**config.mk**
```make
export PLATFORM = sky130hd
export DESIGN_NAME = char_lcd_nibble_sequencer_unit
export DESIGN_NICKNAME = d
export VERILOG_FILES = /design/src/rtl/clcd_pkg.sv /design/src/rtl/clcd_ctrl.sv /design/src/rtl/clcd_dp.sv /design/src/rtl/char_lcd_nibble_sequencer_unit.sv
export SDC_FILE = /design/constraint.sdc
export NUM_CORES = 1
export LEC_CHECK = 0
export BUFFER_PORTS_ARGS = -buffer_cell sky130_fd_sc_hd__buf_2
export CAP_MARGIN = 20
export CORE_MARGIN = 1
export CORE_UTILIZATION = 55
export CTS_BUF_LIST = sky130_fd_sc_hd__clkbuf_8
export DETAILED_ROUTE_END_ITERATION = 8
export HOLD_SLACK_MARGIN = 0.03
export PLACE_DENSITY = 0.71
export SKIP_CTS_REPAIR_TIMING = 1
export SLEW_MARGIN = 10
export SYNTH_ARGS = -nofsm -noshare
export SYNTH_HDL_FRONTEND = slang
export SYNTH_SLANG_ARGS = --single-unit
```
**constraint.sdc**
```tcl
create_clock -name clock -period 4.08 [get_ports clock]
set_clock_uncertainty 0.15 [all_clocks]
set_input_delay 0.204 -clock clock [delete_from_list [all_inputs] [get_ports clock]]
set_output_delay 0.204 -clock clock [all_outputs]
set_load 0.03 [all_outputs]
```
**src/rtl/clcd_pkg.sv**
```systemverilog
package clcd_pkg;

   // request operation codes
   localparam logic [2:0] OP_INIT  = 3'd0;
   localparam logic [2:0] OP_CMD   = 3'd1;
   localparam logic [2:0] OP_DATA  = 3'd2;
   localparam logic [2:0] OP_GOTO  = 3'd3;
   localparam logic [2:0] OP_CLEAR = 3'd4;

   // register indexes
   localparam logic [2:0] CSR_PULSE_WAIT      = 3'd0;
   localparam logic [2:0] CSR_SHORT_WAIT      = 3'd1;
   localparam logic [2:0] CSR_LONG_WAIT       = 3'd2;
   localparam logic [2:0] CSR_POWERUP_WAIT    = 3'd3;
   localparam logic [2:0] CSR_FIRST_WAKE_WAIT = 3'd4;
   localparam logic [2:0] CSR_WAKE_WAIT       = 3'd5;

   localparam int WAIT_W  = 24;
   localparam int EVENT_W = 26;

   // lcd command bytes
   localparam logic [7:0] CMD_FUNC_SET   = 8'h28;
   localparam logic [7:0] CMD_DISPLAY_ON = 8'h0C;
   localparam logic [7:0] CMD_ENTRY_MODE = 8'h06;
   localparam logic [7:0] CMD_CLEAR      = 8'h01;
   localparam logic [7:0] DDRAM_LINE0    = 8'h80;
   localparam logic [7:0] DDRAM_LINE1    = 8'hC0;
   localparam logic [7:0] LONG_CMD_LIMIT = 8'h04;
   localparam logic [7:0] ROW_FIRST      = 8'h01;
   localparam logic [3:0] WAKE_NIB       = 4'h3;
   localparam logic [3:0] WAKE_NIB_4BIT  = 4'h2;

   typedef enum logic [1:0] {
      ST_IDLE,
      ST_POWER,
      ST_WAKE,
      ST_BYTE
   } state_type;

   typedef enum logic [2:0] {
      EV_POWER,
      EV_WAKE_HI,
      EV_WAKE_LO_FIRST,
      EV_WAKE_LO,
      EV_BYTE_HI_EN,
      EV_BYTE_HI_DIS,
      EV_BYTE_LO_EN,
      EV_BYTE_LO_DIS
   } evt_type;

   typedef enum logic [1:0] {
      EXTRA_SHORT,
      EXTRA_LONG,
      EXTRA_DOUBLE
   } extra_type;

   typedef struct packed {
      logic       load_req;
      logic       load_init;
      logic [1:0] init_idx;
      logic       emit;
      evt_type    evt;
      logic       wake_two;
      logic       last;
   } ctrl_cmd_type;

endpackage

```
**src/rtl/clcd_ctrl.sv**
```systemverilog
module clcd_ctrl
   import clcd_pkg::*;
(
   input  logic         clock,
   input  logic         reset,
   input  logic         start,
   input  logic [2:0]   req_operation,
   output logic         busy,
   output ctrl_cmd_type cmd
);

   state_type  state_ff, state_in;
   logic [2:0] wake_ff, wake_in;
   logic [1:0] phase_ff, phase_in;
   logic       init_ff, init_in;
   logic [1:0] icmd_ff, icmd_in;
   logic       take;

   always_ff @(posedge clock) begin
      if (reset) begin
         state_ff <= ST_IDLE;
         wake_ff  <= '0;
         phase_ff <= '0;
         init_ff  <= 1'b0;
         icmd_ff  <= '0;
      end else begin
         state_ff <= state_in;
         wake_ff  <= wake_in;
         phase_ff <= phase_in;
         init_ff  <= init_in;
         icmd_ff  <= icmd_in;
      end
   end

   always_comb begin
      state_in = state_ff;
      wake_in  = wake_ff;
      phase_in = phase_ff;
      init_in  = init_ff;
      icmd_in  = icmd_ff;
      cmd      = '0;
      take     = 1'b0;
      unique case (state_ff)
         ST_IDLE: begin
            take = 1'b1;
         end
         ST_POWER: begin
            cmd.emit = 1'b1;
            cmd.evt  = EV_POWER;
            wake_in  = '0;
            state_in = ST_WAKE;
         end
         ST_WAKE: begin
            cmd.emit = 1'b1;
            priority if (!wake_ff[0]) cmd.evt = EV_WAKE_HI;
            else if (wake_ff == 3'd1) cmd.evt = EV_WAKE_LO_FIRST;
            else cmd.evt = EV_WAKE_LO;
            // last wake pulse switches the bus to four bits
            cmd.wake_two = (wake_ff[2:1] == 2'b11);
            wake_in      = wake_ff + 3'd1;
            if (wake_ff == 3'd7) begin
               state_in      = ST_BYTE;
               phase_in      = '0;
               icmd_in       = '0;
               cmd.load_init = 1'b1;
               cmd.init_idx  = '0;
            end
         end
         ST_BYTE: begin
            cmd.emit = 1'b1;
            unique case (phase_ff)
               2'd0: cmd.evt = EV_BYTE_HI_EN;
               2'd1: cmd.evt = EV_BYTE_HI_DIS;
               2'd2: cmd.evt = EV_BYTE_LO_EN;
               2'd3: cmd.evt = EV_BYTE_LO_DIS;
            endcase
            phase_in = phase_ff + 2'd1;
            if (phase_ff == 2'd3) begin
               if (init_ff && (icmd_ff != 2'd3)) begin
                  cmd.load_init = 1'b1;
                  cmd.init_idx  = icmd_ff + 2'd1;
                  icmd_in       = icmd_ff + 2'd1;
               end else begin
                  cmd.last = 1'b1;
                  state_in = ST_IDLE;
                  take     = 1'b1;
               end
            end
         end
      endcase
      if (take && start) begin
         if (req_operation == OP_INIT) begin
            state_in = ST_POWER;
            init_in  = 1'b1;
         end else if (req_operation == OP_CMD || req_operation == OP_DATA ||
                      req_operation == OP_GOTO || req_operation == OP_CLEAR) begin
            state_in     = ST_BYTE;
            phase_in     = '0;
            init_in      = 1'b0;
            cmd.load_req = 1'b1;
         end
      end
   end

   assign busy = ~take;

endmodule

```
**src/rtl/clcd_dp.sv**
```systemverilog
module clcd_dp
   import clcd_pkg::*;
(
   input  logic               clock,
   input  logic               reset,
   input  ctrl_cmd_type       cmd,
   input  logic [2:0]         req_operation,
   input  logic [7:0]         req_byte_value,
   input  logic [7:0]         req_row,
   input  logic [7:0]         req_column,
   input  logic               csr_write,
   input  logic [2:0]         csr_index,
   input  logic [WAIT_W-1:0]  csr_data,
   output logic               rsp_strobe,
   output logic [3:0]         rsp_nibble,
   output logic               rsp_reg_select,
   output logic               rsp_enable,
   output logic [EVENT_W-1:0] rsp_wait_units,
   output logic               rsp_last
);

   logic [WAIT_W-1:0]  pulse_ff, short_ff, long_ff, powerup_ff, first_wake_ff, wake_ff;
   logic [7:0]         byte_ff, byte_in;
   logic               rs_ff, rs_in;
   extra_type          extra_ff, extra_in;
   logic [3:0]         goto_off;
   logic [7:0]         goto_byte;
   logic [EVENT_W-1:0] extra_val;
   logic [3:0]         nib_in;
   logic               en_in;
   logic               rsel_in;
   logic [EVENT_W-1:0] wait_in;
   logic               strobe_ff;
   logic [3:0]         nib_ff;
   logic               en_ff, rsel_ff, last_ff;
   logic [EVENT_W-1:0] wait_ff;

   // configuration registers
   always_ff @(posedge clock) begin
      if (reset) begin
         pulse_ff      <= 24'd800;
         short_ff      <= 24'd2000;
         long_ff       <= 24'd50000;
         powerup_ff    <= 24'd500000;
         first_wake_ff <= 24'd150000;
         wake_ff       <= 24'd5000;
      end else if (csr_write) begin
         unique case (csr_index)
            CSR_PULSE_WAIT:      pulse_ff      <= csr_data;
            CSR_SHORT_WAIT:      short_ff      <= csr_data;
            CSR_LONG_WAIT:       long_ff       <= csr_data;
            CSR_POWERUP_WAIT:    powerup_ff    <= csr_data;
            CSR_FIRST_WAKE_WAIT: first_wake_ff <= csr_data;
            CSR_WAKE_WAIT:       wake_ff       <= csr_data;
            default: ;
         endcase
      end
   end

   // byte to send and its trailing wait class
   assign goto_off  = req_column[3:0] - 4'd1;
   assign goto_byte = ((req_row == ROW_FIRST) ? DDRAM_LINE0 : DDRAM_LINE1) + {4'd0, goto_off};

   always_comb begin
      byte_in  = byte_ff;
      rs_in    = rs_ff;
      extra_in = extra_ff;
      if (cmd.load_req) begin
         rs_in = 1'b0;
         unique case (req_operation)
            OP_DATA:  byte_in = req_byte_value;
            OP_GOTO:  byte_in = goto_byte;
            OP_CLEAR: byte_in = CMD_CLEAR;
            default:  byte_in = req_byte_value;
         endcase
         if (req_operation == OP_DATA) begin
            rs_in    = 1'b1;
            extra_in = EXTRA_SHORT;
         end else if (req_operation == OP_CLEAR) begin
            extra_in = EXTRA_DOUBLE;
         end else begin
            extra_in = (byte_in < LONG_CMD_LIMIT) ? EXTRA_LONG : EXTRA_SHORT;
         end
      end else if (cmd.load_init) begin
         rs_in    = 1'b0;
         extra_in = EXTRA_SHORT;
         unique case (cmd.init_idx)
            2'd0: byte_in = CMD_FUNC_SET;
            2'd1: byte_in = CMD_DISPLAY_ON;
            2'd2: byte_in = CMD_ENTRY_MODE;
            2'd3: begin
               byte_in  = CMD_CLEAR;
               extra_in = EXTRA_DOUBLE;
            end
         endcase
      end
   end

   always_ff @(posedge clock) begin
      byte_ff  <= byte_in;
      rs_ff    <= rs_in;
      extra_ff <= extra_in;
   end

   always_comb begin
      unique case (extra_ff)
         EXTRA_SHORT:  extra_val = {2'b00, short_ff};
         EXTRA_LONG:   extra_val = {2'b00, long_ff};
         EXTRA_DOUBLE: extra_val = {1'b0, long_ff, 1'b0};
         default:      extra_val = {2'b00, short_ff};
      endcase
   end

   // pins for the event the controller asks for
   always_comb begin
      nib_in  = byte_ff[7:4];
      rsel_in = rs_ff;
      en_in   = 1'b0;
      wait_in = {2'b00, pulse_ff};
      unique case (cmd.evt)
         EV_POWER: begin
            nib_in  = 4'h0;
            rsel_in = 1'b0;
            wait_in = {2'b00, powerup_ff};
         end
         EV_WAKE_HI: begin
            nib_in  = cmd.wake_two ? WAKE_NIB_4BIT : WAKE_NIB;
            rsel_in = 1'b0;
            en_in   = 1'b1;
         end
         EV_WAKE_LO_FIRST: begin
            nib_in  = WAKE_NIB;
            rsel_in = 1'b0;
            wait_in = {2'b00, first_wake_ff};
         end
         EV_WAKE_LO: begin
            nib_in  = cmd.wake_two ? WAKE_NIB_4BIT : WAKE_NIB;
            rsel_in = 1'b0;
            wait_in = {2'b00, wake_ff};
         end
         EV_BYTE_HI_EN:  en_in = 1'b1;
         EV_BYTE_HI_DIS: en_in = 1'b0;
         EV_BYTE_LO_EN: begin
            nib_in = byte_ff[3:0];
            en_in  = 1'b1;
         end
         EV_BYTE_LO_DIS: begin
            nib_in  = byte_ff[3:0];
            wait_in = {2'b00, pulse_ff} + extra_val;
         end
      endcase
   end

   always_ff @(posedge clock) begin
      if (reset) begin
         strobe_ff <= 1'b0;
      end else begin
         strobe_ff <= cmd.emit;
      end
   end

   always_ff @(posedge clock) begin
      if (cmd.emit) begin
         nib_ff  <= nib_in;
         rsel_ff <= rsel_in;
         en_ff   <= en_in;
         wait_ff <= wait_in;
         last_ff <= cmd.last;
      end
   end

   assign rsp_strobe     = strobe_ff;
   assign rsp_nibble     = nib_ff;
   assign rsp_reg_select = rsel_ff;
   assign rsp_enable     = en_ff;
   assign rsp_wait_units = wait_ff;
   assign rsp_last       = last_ff;

endmodule

```
**src/rtl/char_lcd_nibble_sequencer_unit.sv**
```systemverilog
// 4-bit character lcd bus sequencer. a request (init, command byte, data
// byte, cursor goto, clear) is taken when start is high and busy is low, and
// turns into a run of pin events, one event per clock on the rsp_ ports,
// each marked by rsp_strobe for a single cycle and the final one by rsp_last.
// the receiver cannot stall: every event must be taken the cycle it shows.
// a byte request gives four events; the next request is taken in the cycle
// that emits the final event, so byte requests run back to back. init gives
// 25 events. a taken request passes the controller state register and then
// the output register before its events appear. operation codes 5 to 7 are
// taken and give nothing.
// the six wait registers are written through the csr_ port, which is always
// ready; write them only while no request is in flight.
module char_lcd_nibble_sequencer_unit
   import clcd_pkg::*;
(
   input  logic               clock,
   input  logic               reset,
   // request
   input  logic               start,
   output logic               busy,
   input  logic [2:0]         req_operation,
   input  logic [7:0]         req_byte_value,
   input  logic [7:0]         req_row,
   input  logic [7:0]         req_column,
   // pin events
   output logic               rsp_strobe,
   output logic [3:0]         rsp_nibble,
   output logic               rsp_reg_select,
   output logic               rsp_enable,
   output logic [EVENT_W-1:0] rsp_wait_units,
   output logic               rsp_last,
   // wait registers
   input  logic               csr_valid,
   output logic               csr_ready,
   input  logic [2:0]         csr_index,
   input  logic [WAIT_W-1:0]  csr_data
);

   ctrl_cmd_type cmd;

   // register writes are not held off while sequencing, so always accept
   assign csr_ready = 1'b1;

   // controller walks power-up, wake pulses and byte phases
   clcd_ctrl u_ctrl (
      .clock         (clock),
      .reset         (reset),
      .start         (start),
      .req_operation (req_operation),
      .busy          (busy),
      .cmd           (cmd)
   );

   // datapath holds the wait registers, the byte in flight and the event register
   clcd_dp u_dp (
      .clock          (clock),
      .reset          (reset),
      .cmd            (cmd),
      .req_operation  (req_operation),
      .req_byte_value (req_byte_value),
      .req_row        (req_row),
      .req_column     (req_column),
      .csr_write      (csr_valid & csr_ready),
      .csr_index      (csr_index),
      .csr_data       (csr_data),
      .rsp_strobe     (rsp_strobe),
      .rsp_nibble     (rsp_nibble),
      .rsp_reg_select (rsp_reg_select),
      .rsp_enable     (rsp_enable),
      .rsp_wait_units (rsp_wait_units),
      .rsp_last       (rsp_last)
   );

endmodule

```
==> results of run 1 <==
[worst min-delay path: cells and delay by family]
family                 cells  cell delay [ns]
AOI/OAI and AO/OA          2             0.26
buffers and inverters      1             0.09
[final cells by class]
type / instances / share of cell area, %
sequential: 199 / 38.8
multi-input combinational: 919 / 46.1
tap: 229 / 2.51
timing repair buffer: 146 / 8.58
clock buffer: 20 / 2.41
clock inverter: 12 / 0.878
inverter: 21 / 0.691
[stage by stage]
| step | util, % | hold slack [ns] | worst slack [ns] |
|---|---|---|---|
| floorplan | - | 0.175 | 0.645 |
| global placement | 59.5 | 0.289 | 0.571 |
| detailed placement | 59.5 | 0.295 | 0.487 |
| CTS | 61.6 | -0.179 | 0.475 |
| global route | 63.5 | 0.0423 | 0.258 |
| finish | 63.5 | 0.0308 | 0.449 |
[flip-flops by register name, indices dropped and copies added, names as in the netlist, 3 cells and up]
signal / cells
u_dp.rsp_wait_units: 26
u_dp.first_wake_ff: 24
u_ctrl.wake_ff: 3
u_dp.short_ff: 24
u_dp.byte_ff: 8
u_dp.pulse_ff: 24
u_dp.long_ff: 24
u_dp.wake_ff: 24
u_dp.rsp_nibble: 4
u_dp.powerup_ff: 24
[power groups by stage]
stage	combinational [mW]	clock (mW)	sequential (mW)
2_1_floorplan	0.711	0	2.54
3_3_place_gp	1.32	0	2.34
3_5_place_dp	1.34	0	2.34
4_1_cts	1.35	1.25	2.30
5_1_grt	1.48	1.33	2.31
6_report	1.38	1.24	2.29
[routing by layer]
layer  global-route usage, %  vias up  routed length (um)
met1                    40.4     4299               12400
met2                    47.7      324               12900
met3                    4.53       45                1780
met5                       0        -                   0
met4                    11.4        0                 658
li1                        -     4411                   -
[worst paths after layout]
| kind | endpoint | cells after the start | slack [ns] |
|---|---|---|---|
| hold / removal | u_dp.byte_ff[1] | 3 | 0.03 |
| setup reg to reg | u_dp.rsp_wait_units[22] | 13 | 0.45 |
| setup / recovery | u_dp.rsp_wait_units[22] | 13 | 0.45 |
| hold reg to reg | u_dp.first_wake_ff[16] | 2 | 0.31 |
[synthesized netlist by cell type (all sizes together) (9+ instances only)]
library cell | number | area [um^2]
a21o | 10 | 75.1
inv | 21 | 78.8
xnor2 | 9 | 78.8
and3 | 9 | 56.3
a222oi | 21 | 210
o21ai | 62 | 310
mux2 | 22 | 248
edfxtp | 44 | 1320
a21oi | 154 | 778
ha | 46 | 576
clkbuf | 76 | 285
nor2 | 31 | 116
and2 | 9 | 56.3
nor2b | 12 | 75.1
nand3 | 12 | 60.1
a22oi | 26 | 195
nand2 | 364 | 1370
nand3b | 37 | 278
xor2 | 16 | 140
dfxtp | 155 | 3100
[cells by family (layout without fill, tap and decap cells)]
group                    count (synthesis)  after routing
flip-flops                             199            199
XOR/XNOR                                25             25
AND/OR/NAND/NOR                        499            499
AO/OA/AOI/OAI                          319            319
other                                    1              1
adder cells (fa/ha/maj)                 47             47
multiplexers                            28             28
buffers and inverters                  103            199
==> impl_metrics.json, run 1 <==
{
  "synth_compound_area_share_pct": 19.4,
  "worstSkewPairLatency_ns": 0.49,
  "power.density_mw_per_mm2": 431,
  "p_leak_nw": 4.52,
  "worst_path_max_delay_cell": "ha_1",
  "dp.cells": 1482,
  "synth_mux_area_share_pct": 3.05,
  "drt-initial-drc-count": 802,
  "postPlaceCellArea_mm2": 0.0107,
  "startpoint": "u_dp.extra_ff[0]",
  "finalWeightedCongestion": 0.932,
  "seq_power_share_pct": 46.7,
  "synth_top_family_by_area": "simple AND/OR/NAND/NOR gates",
  "synthesis.area_mm2": 0.0101,
  "area.sequential_mm2": 0.00442,
  "worst_slew_pin_slew_ns": 1.02,
  "h-tree-depth": 4,
  "cts_tree": "done",
  "area_growth_pct": 13.2,
  "hp-start": "req_byte_value[1]",
  "clkTransAtPathRegs_ns": 0.10,
  "finalCritPeriodShare_pct": 89.0,
  "nets": 1409,
  "arrival_ns": 3.69,
  "synthCells": 1221,
  "die_y_um": 137,
  "synth_edf_count": 44,
  "drv_slew": 0,
  "finalSetupTns_ns": 0,
  "cts.sinks": 199,
  "synth_adder_area_share_pct": 5.91,
  "synthSimpleGateAreaFrac_pct": 21.6,
  "violations": "design-rule violations",
  "final_cell_area_mm2": 0.0114,
  "antenna_cells": 0,
  "n_fill_cell": 1593,
  "core-area_mm2": 0.0180,
  "die_w_um": 137,
  "grt_util_all_layers_pct": 29.8,
  "ys_async_sr_fraction_pct": 0,
  "internal_power_mw": 3.20,
  "synth_nets": 1326,
  "cp_top_family": "compound AO/OA/AOI/OAI gates",
  "layout_commonest_cell": "nand2_1",
  "outcome": "finished, violations left",
  "syn_avg_cell_area_um2": 8.25,
  "hold_viol": 0,
  "yosysSeqAreaShare_pct": 43.9,
  "cts_root_buf": "clkbuf_8",
  "cts_made_buffers": 17,
  "drv_cap": 0,
  "power_switching_mw": 1.72,
  "crit_buf_inv": 2,
  "grt_max_degree": 78,
  "crit_path_start_kind": "register",
  "path_class": "reg2reg",
  "worstPathRequired_ns": 4.14,
  "timing.rr.start": "u_dp.extra_ff[0]",
  "rsz0062_at_grt": "false",
  "relSlewSlack_pct": 31.6,
  "finalWirelength_um": 27700,
  "p_comb_share_pct": 28.1,
  "antenna_found_initial": 0,
  "yosysWarnings": 0,
  "pin_count": 94,
  "wl_per_cell_um": 17.9,
  "multi_input_area_mm2": 0.00526,
  "setup_viol": 0,
  "ant_nets": 0,
  "route.detailed.drc": 2,
  "synth-xor-area-share_pct": 2.17,
  "dieArea_mm2": 0.0189,
  "initial_core_util_pct": 56.1,
  "critical_path.max_fanout": 22,
  "grt_pass1_wl_um": 42400,
  "grt-ovfl-total": 0,
  "hpwl_um": 18400,
  "drive_gt1_share_pct": 13.9,
  "swShare_pct": 34.9,
  "synth.distinct_cells": 65,
  "drt-vias-per-instance": 5.87,
  "grt_pass1_vias": 8109,
  "cts_max_path_buffers": 2,
  "min_period_ns": 3.63,
  "path_cells": "inv_1 > ha_1 > buf_4 > nand2_1 > o21ai_0 > ha_1 > a21o_1 > a31o_1 > a21oi_2 > o21ai_1 > a41oi_1 > xor2_1 > o21ai_1",
  "synthFlopType": "dfxtp_1",
  "cp-end-kind": "register",
  "max-vdd-ir-drop_mv": 0.250,
  "slowest_delay_ns": 0.52,
  "mostFrequentLayoutCells": "364 x nand2_1, 155 x dfxtp_1, 152 x a21oi_1",
  "drt-pass1-iter-count": 8,
  "min-delay-path-class": "in2reg",
  "rows": 49,
  "io_buffers": 88,
  "via_count": 9079,
  "clkPwrFrac_pct": 25.2,
  "fmax_mhz": 275,
  "synth-seq-cells": 199,
  "finalNonFillerCells": 1546,
  "total_power_mw": 4.92
}
No activity file was read; power rests on OpenSTA's default activity.
==> inputs of run 2 (changes only) <==
--- a/config.mk
+++ b/config.mk
@@ -8,11 +8,11 @@
 export BUFFER_PORTS_ARGS = -buffer_cell sky130_fd_sc_hd__buf_2
 export CAP_MARGIN = 20
 export CORE_MARGIN = 1
-export CORE_UTILIZATION = 55
+export CORE_UTILIZATION = 60
 export CTS_BUF_LIST = sky130_fd_sc_hd__clkbuf_8
 export DETAILED_ROUTE_END_ITERATION = 8
 export HOLD_SLACK_MARGIN = 0.03
-export PLACE_DENSITY = 0.71
+export PLACE_DENSITY = 0.76
 export SKIP_CTS_REPAIR_TIMING = 1
 export SLEW_MARGIN = 10
 export SYNTH_ARGS = -nofsm -noshare
==> impl_metrics.json, run 2 (synthesis results as in run 1) <==
{
  "outcome": "finished, final reports clean",
  "p_comb_share_pct": 28.4,
  "holdWs_ns": 0.0604,
  "worstSkewPairLatency_ns": 0.47,
  "finalWeightedCongestion": 0.939,
  "dp.cells": 1469,
  "pre_cts_slack_ns": 0.583,
  "die_y_um": 132,
  "min_period_ns": 3.56,
  "clkPwrFrac_pct": 24.5,
  "grt_max_degree": 84,
  "setup_ws_ns": 0.517,
  "critical_path.max_fanout": 18,
  "setup_viol": 0,
  "drt-initial-drc-count": 902,
  "drt-pass1-iter-count": 6,
  "swShare_pct": 35.2,
  "cts_tree": "done",
  "worstPathRequired_ns": 4.11,
  "power.density_mw_per_mm2": 430,
  "arrival_ns": 3.60,
  "cts_made_buffers": 17,
  "p_leak_nw": 4.46,
  "pin_count": 94,
  "multi_input_area_mm2": 0.00526,
  "fmax_mhz": 281,
  "cts.sinks": 199,
  "mostFrequentLayoutCells": "364 x nand2_1, 155 x dfxtp_1, 152 x a21oi_1",
  "finalWirelength_um": 27400,
  "grt_util_all_layers_pct": 31.9,
  "grt_pass1_wl_um": 43500,
  "drv_slew": 0,
  "cts_root_buf": "clkbuf_8",
  "final_util_pct": 68.7,
  "h-tree-depth": 4,
  "max-vdd-ir-drop_mv": 0.263,
  "route.detailed.drc": 0,
  "internal_power_mw": 3.16,
  "core-area_mm2": 0.0165,
  "worst_slew_pin_slew_ns": 1.23,
  "min-delay-path-class": "in2reg",
  "ant_nets": 0,
  "area_growth_pct": 12.3,
  "initial_core_util_pct": 61.2,
  "r2r_slack_ns": 0.52,
  "finalNonFillerCells": 1530,
  "wl_per_cell_um": 17.9,
  "antenna_found_initial": 0,
  "drv_cap": 0,
  "dieArea_mm2": 0.0173,
  "grt_pass1_vias": 8425,
  "finalSetupTns_ns": 0,
  "relSlewSlack_pct": 18.0,
  "die_w_um": 132,
  "grt-ovfl-total": 0,
  "clkTransAtPathRegs_ns": 0.09,
  "hold_viol": 0,
  "hpwl_um": 18400,
  "rsz0062_at_grt": "false",
  "via_count": 9152,
  "power_switching_mw": 1.71,
  "crit_path_start_kind": "register",
  "path_class": "reg2reg",
  "cp-end-kind": "register",
  "largest_reg_flops": 26,
  "drive_gt1_share_pct": 13.4,
  "seq_power_share_pct": 47.1,
  "n_fill_cell": 1360,
  "area.sequential_mm2": 0.00442,
  "cts_max_path_buffers": 2,
  "io_buffers": 88,
  "drt-vias-per-instance": 5.98,
  "antenna_cells": 0,
  "layout_commonest_cell": "nand2_1",
  "finalCritPeriodShare_pct": 87.3,
  "nets": 1402,
  "rows": 47
}
[run 2: cell count changes in the layout (fill, tap and decap cells not counted), sizes merged]
cell    previous run  this run
buf              118       111
clkinv             3         5
clkbuf            20        17
inv               28        29
[run 2: worst max-delay path, stage by stage (launching register included)]
cell and delay, ns:
edfxtp_1 0.41, ha_1 0.47, buf_4 0.28, o21ai_0 0.14, ha_1 0.41, and3_1 0.28
o2111ai_1 0.13, nor2_1 0.20, o21ai_1 0.18, o31ai_2 0.37, xnor2_1 0.16, o22ai_1 0.09
[run 2: per-layer routing]
metal / up-vias / routed length, um / global-route usage [%]
met5: - / 0 / 0
met4: 0 / 641 / 12.1
met3: 49 / 1800 / 4.82
met2: 354 / 12800 / 51.2
met1: 4348 / 12200 / 43.2
li1: 4401 / - / -
[run 2: worst paths after layout]
| kind | start | to | cells past startpoint |
|---|---|---|---|
| max | u_dp.extra_ff[1] | u_dp.rsp_wait_units[23] | 11 |
| min | req_operation[2] | u_dp.extra_ff[1] | 3 |
| max reg2reg | u_dp.extra_ff[1] | u_dp.rsp_wait_units[23] | 11 |
| min reg2reg | u_dp.wake_ff[14] | u_dp.wake_ff[14] | 2 |
[run 2: power groups by stage]
stage                     combinational [mW]  sequential [mW]  clock, mW
after floorplan                        0.711             2.54          0
after global placement                  1.32             2.34          0
after detailed placement                1.34             2.34          0
after CTS                               1.35             2.29       1.21
after global routing                    1.48             2.31       1.29
final                                   1.38             2.29       1.19
[run 2: cell type report]
cell class	instances	area share [%]
timing repair buffer	139	8.09
multi-input combinational	919	46.5
tap	220	2.43
clock buffer	17	2.07
inverter	21	0.697
clock inverter	15	1.12
sequential	199	39.1
[run 2: metrics by stage]
step | power [mW] | instance area [um^2]
after floorplan | 3.26 | 10100
after CTS | 4.85 | 11000
after detailed placement | 3.68 | 10700
final | 4.87 | 11300
after global placement | 3.66 | 10700
after global routing | 5.09 | 11300
==> inputs of run 3 (changes only) <==
--- a/config.mk
+++ b/config.mk
@@ -8,11 +8,11 @@
 export BUFFER_PORTS_ARGS = -buffer_cell sky130_fd_sc_hd__buf_2
 export CAP_MARGIN = 20
 export CORE_MARGIN = 1
-export CORE_UTILIZATION = 60
+export CORE_UTILIZATION = 50
 export CTS_BUF_LIST = sky130_fd_sc_hd__clkbuf_8
 export DETAILED_ROUTE_END_ITERATION = 8
 export HOLD_SLACK_MARGIN = 0.03
-export PLACE_DENSITY = 0.76
+export PLACE_DENSITY = 0.65
 export SKIP_CTS_REPAIR_TIMING = 1
 export SLEW_MARGIN = 10
 export SYNTH_ARGS = -nofsm -noshare
==> impl_metrics.json, run 3 (synthesis results as in run 1) <==
{
  "outcome": "finished, final reports clean",
  "grt_pass1_vias": 8120,
  "finalWirelength_um": 28200,
  "cts_tree": "done",
  "rsz0062_at_grt": "false",
  "area_growth_pct": 13.8,
  "largest_reg_flops": 26,
  "drt-initial-drc-count": 851,
  "rows": 51,
  "min-delay-path-class": "in2reg",
  "h-tree-depth": 4,
  "finalSetupTns_ns": 0,
  "setup_viol": 0,
  "cts_made_buffers": 17,
  "grt_util_all_layers_pct": 27.7,
  "worstPathRequired_ns": 4.13,
  "cts.sinks": 199,
  "min_period_ns": 3.74,
  "nets": 1410,
  "worst_path_max_delay_cell": "ha_1",
  "crit_top_cell": "ha_1",
  "route.detailed.drc": 0,
  "hpwl_um": 19100,
  "r2r-end": "u_dp.rsp_wait_units[11]",
  "cts_max_path_buffers": 2,
  "drt-vias-per-instance": 5.65,
  "timing.rr.start": "u_dp.extra_ff[1]",
  "worstSkewPairLatency_ns": 0.49,
  "mostFrequentLayoutCells": "364 x nand2_1, 155 x dfxtp_1, 152 x a21oi_1",
  "r2r_slack_ns": 0.34,
  "die_w_um": 144,
  "hold_viol": 0,
  "wl_per_cell_um": 17.8,
  "via_count": 8946,
  "worst_slew_pin_slew_ns": 0.814,
  "initial_core_util_pct": 51.4,
  "grt_max_degree": 79,
  "drive_gt1_share_pct": 14.0,
  "finalCritPeriodShare_pct": 91.6,
  "path_cells": "ha_1 > buf_4 > nand2_1 > o21ai_0 > ha_1 > a2111o_1 > a21oi_2 > o21bai_1 > nor2_1 > a221oi_1 > xor2_1 > o21ai_1",
  "drv_slew": 0,
  "crit_buf_inv": 1,
  "path_class": "reg2reg",
  "clkTransAtPathRegs_ns": 0.11,
  "hp-start": "req_operation[2]",
  "core-area_mm2": 0.0196,
  "grt-ovfl-total": 0,
  "ant_nets": 0,
  "worstRegToRegCells": 12,
  "critical_path.max_fanout": 15,
  "slowest_delay_ns": 0.56,
  "io_buffers": 88,
  "drv_cap": 0,
  "grt_pass1_wl_um": 43500,
  "drt-pass1-iter-count": 8,
  "p_leak_nw": 4.50,
  "cts_root_buf": "clkbuf_8",
  "pin_count": 94,
  "dieArea_mm2": 0.0207,
  "hold_end": "u_ctrl.state_ff[0]",
  "finalWeightedCongestion": 0.958,
  "fmax_mhz": 268,
  "min_delay_path_depth": 4,
  "antenna_found_initial": 0,
  "arrival_ns": 3.79,
  "final_util_pct": 58.6,
  "cp-end-kind": "register",
  "power.density_mw_per_mm2": 432,
  "layout_commonest_cell": "nand2_1",
  "max-vdd-ir-drop_mv": 0.214,
  "relSlewSlack_pct": 45.7,
  "cp_top_family": "compound AO/OA/AOI/OAI gates",
  "die_y_um": 144,
  "crit_path_start_kind": "register",
  "antenna_cells": 0
}
==> run 3: changes by cell type in the layout (fill, tap and decap cells not counted), sizes merged <==
cell / change
buf: +7
bufinv: +1
dlygate4sd3: +1
inv: -3
clkinvlp: +3
clkinv: -1
==> run 3: report_power, final <==
| group | total (mW) | switching, mW | internal, mW |
|---|---|---|---|
| clock | 1.29 | 0.738 | 0.548 |
| sequential | 2.30 | 0.0673 | 2.23 |
| combinational | 1.37 | 0.931 | 0.442 |
==> run 3: stage by stage <==
stage               hold slack, ns  power [mW]  instances  instance area, um^2  setup WS, ns
floorplan                    0.175        3.26       1221                10100         0.645
global placement             0.288        3.67       1518                10700         0.445
detailed placement           0.294        3.68       1518                10700         0.379
CTS                         -0.173        4.94       1550                11100         0.356
global route                0.0457        5.18       1583                11500         0.214
finish                      0.0262        4.95       1583                11500         0.345
==> run 3: cell type report <==
class | count | area [um^2]
Tap cell | 265 | 332
Fill cell | 1830 | 8120
Clock buffer | 17 | 234
Inverter | 21 | 78.8
Timing Repair Buffer | 147 | 985
Clock inverter | 15 | 154
Sequential cell | 199 | 4420
Multi-Input combinational cell | 919 | 5260
==> run 3: worst max path at each step <==
stage	start	to	slack (ns)	depth (start not counted)
after detailed placement	u_dp.extra_ff[1]	u_dp.rsp_wait_units[21]	0.38	12
final	u_dp.extra_ff[1]	u_dp.rsp_wait_units[11]	0.34	12
after floorplan	u_dp.extra_ff[1]	u_dp.rsp_wait_units[21]	0.65	13
after global routing	u_dp.extra_ff[1]	u_dp.rsp_wait_units[11]	0.21	12
after CTS	u_dp.extra_ff[1]	u_dp.rsp_wait_units[21]	0.36	12
after global placement	u_dp.extra_ff[1]	u_dp.rsp_wait_units[21]	0.44	12
==> run 3: tightest hold or removal path, delay by kind of cell <==
kind	cells	cell delay (ns)
simple gates	2	0.15
buf+inv	1	0.18
compound gates	1	0.11
==> run 3: layer usage <==
| metal | track usage (%) | up-vias | share of wire, % |
|---|---|---|---|
| met1 | 37.5 | 4200 | 45 |
| met5 | 0 | - | 0 |
| met2 | 44.7 | 289 | 47 |
| met4 | 10.0 | 0 | 2.4 |
| met3 | 4.07 | 39 | 5.9 |
| li1 | - | 4418 | - |
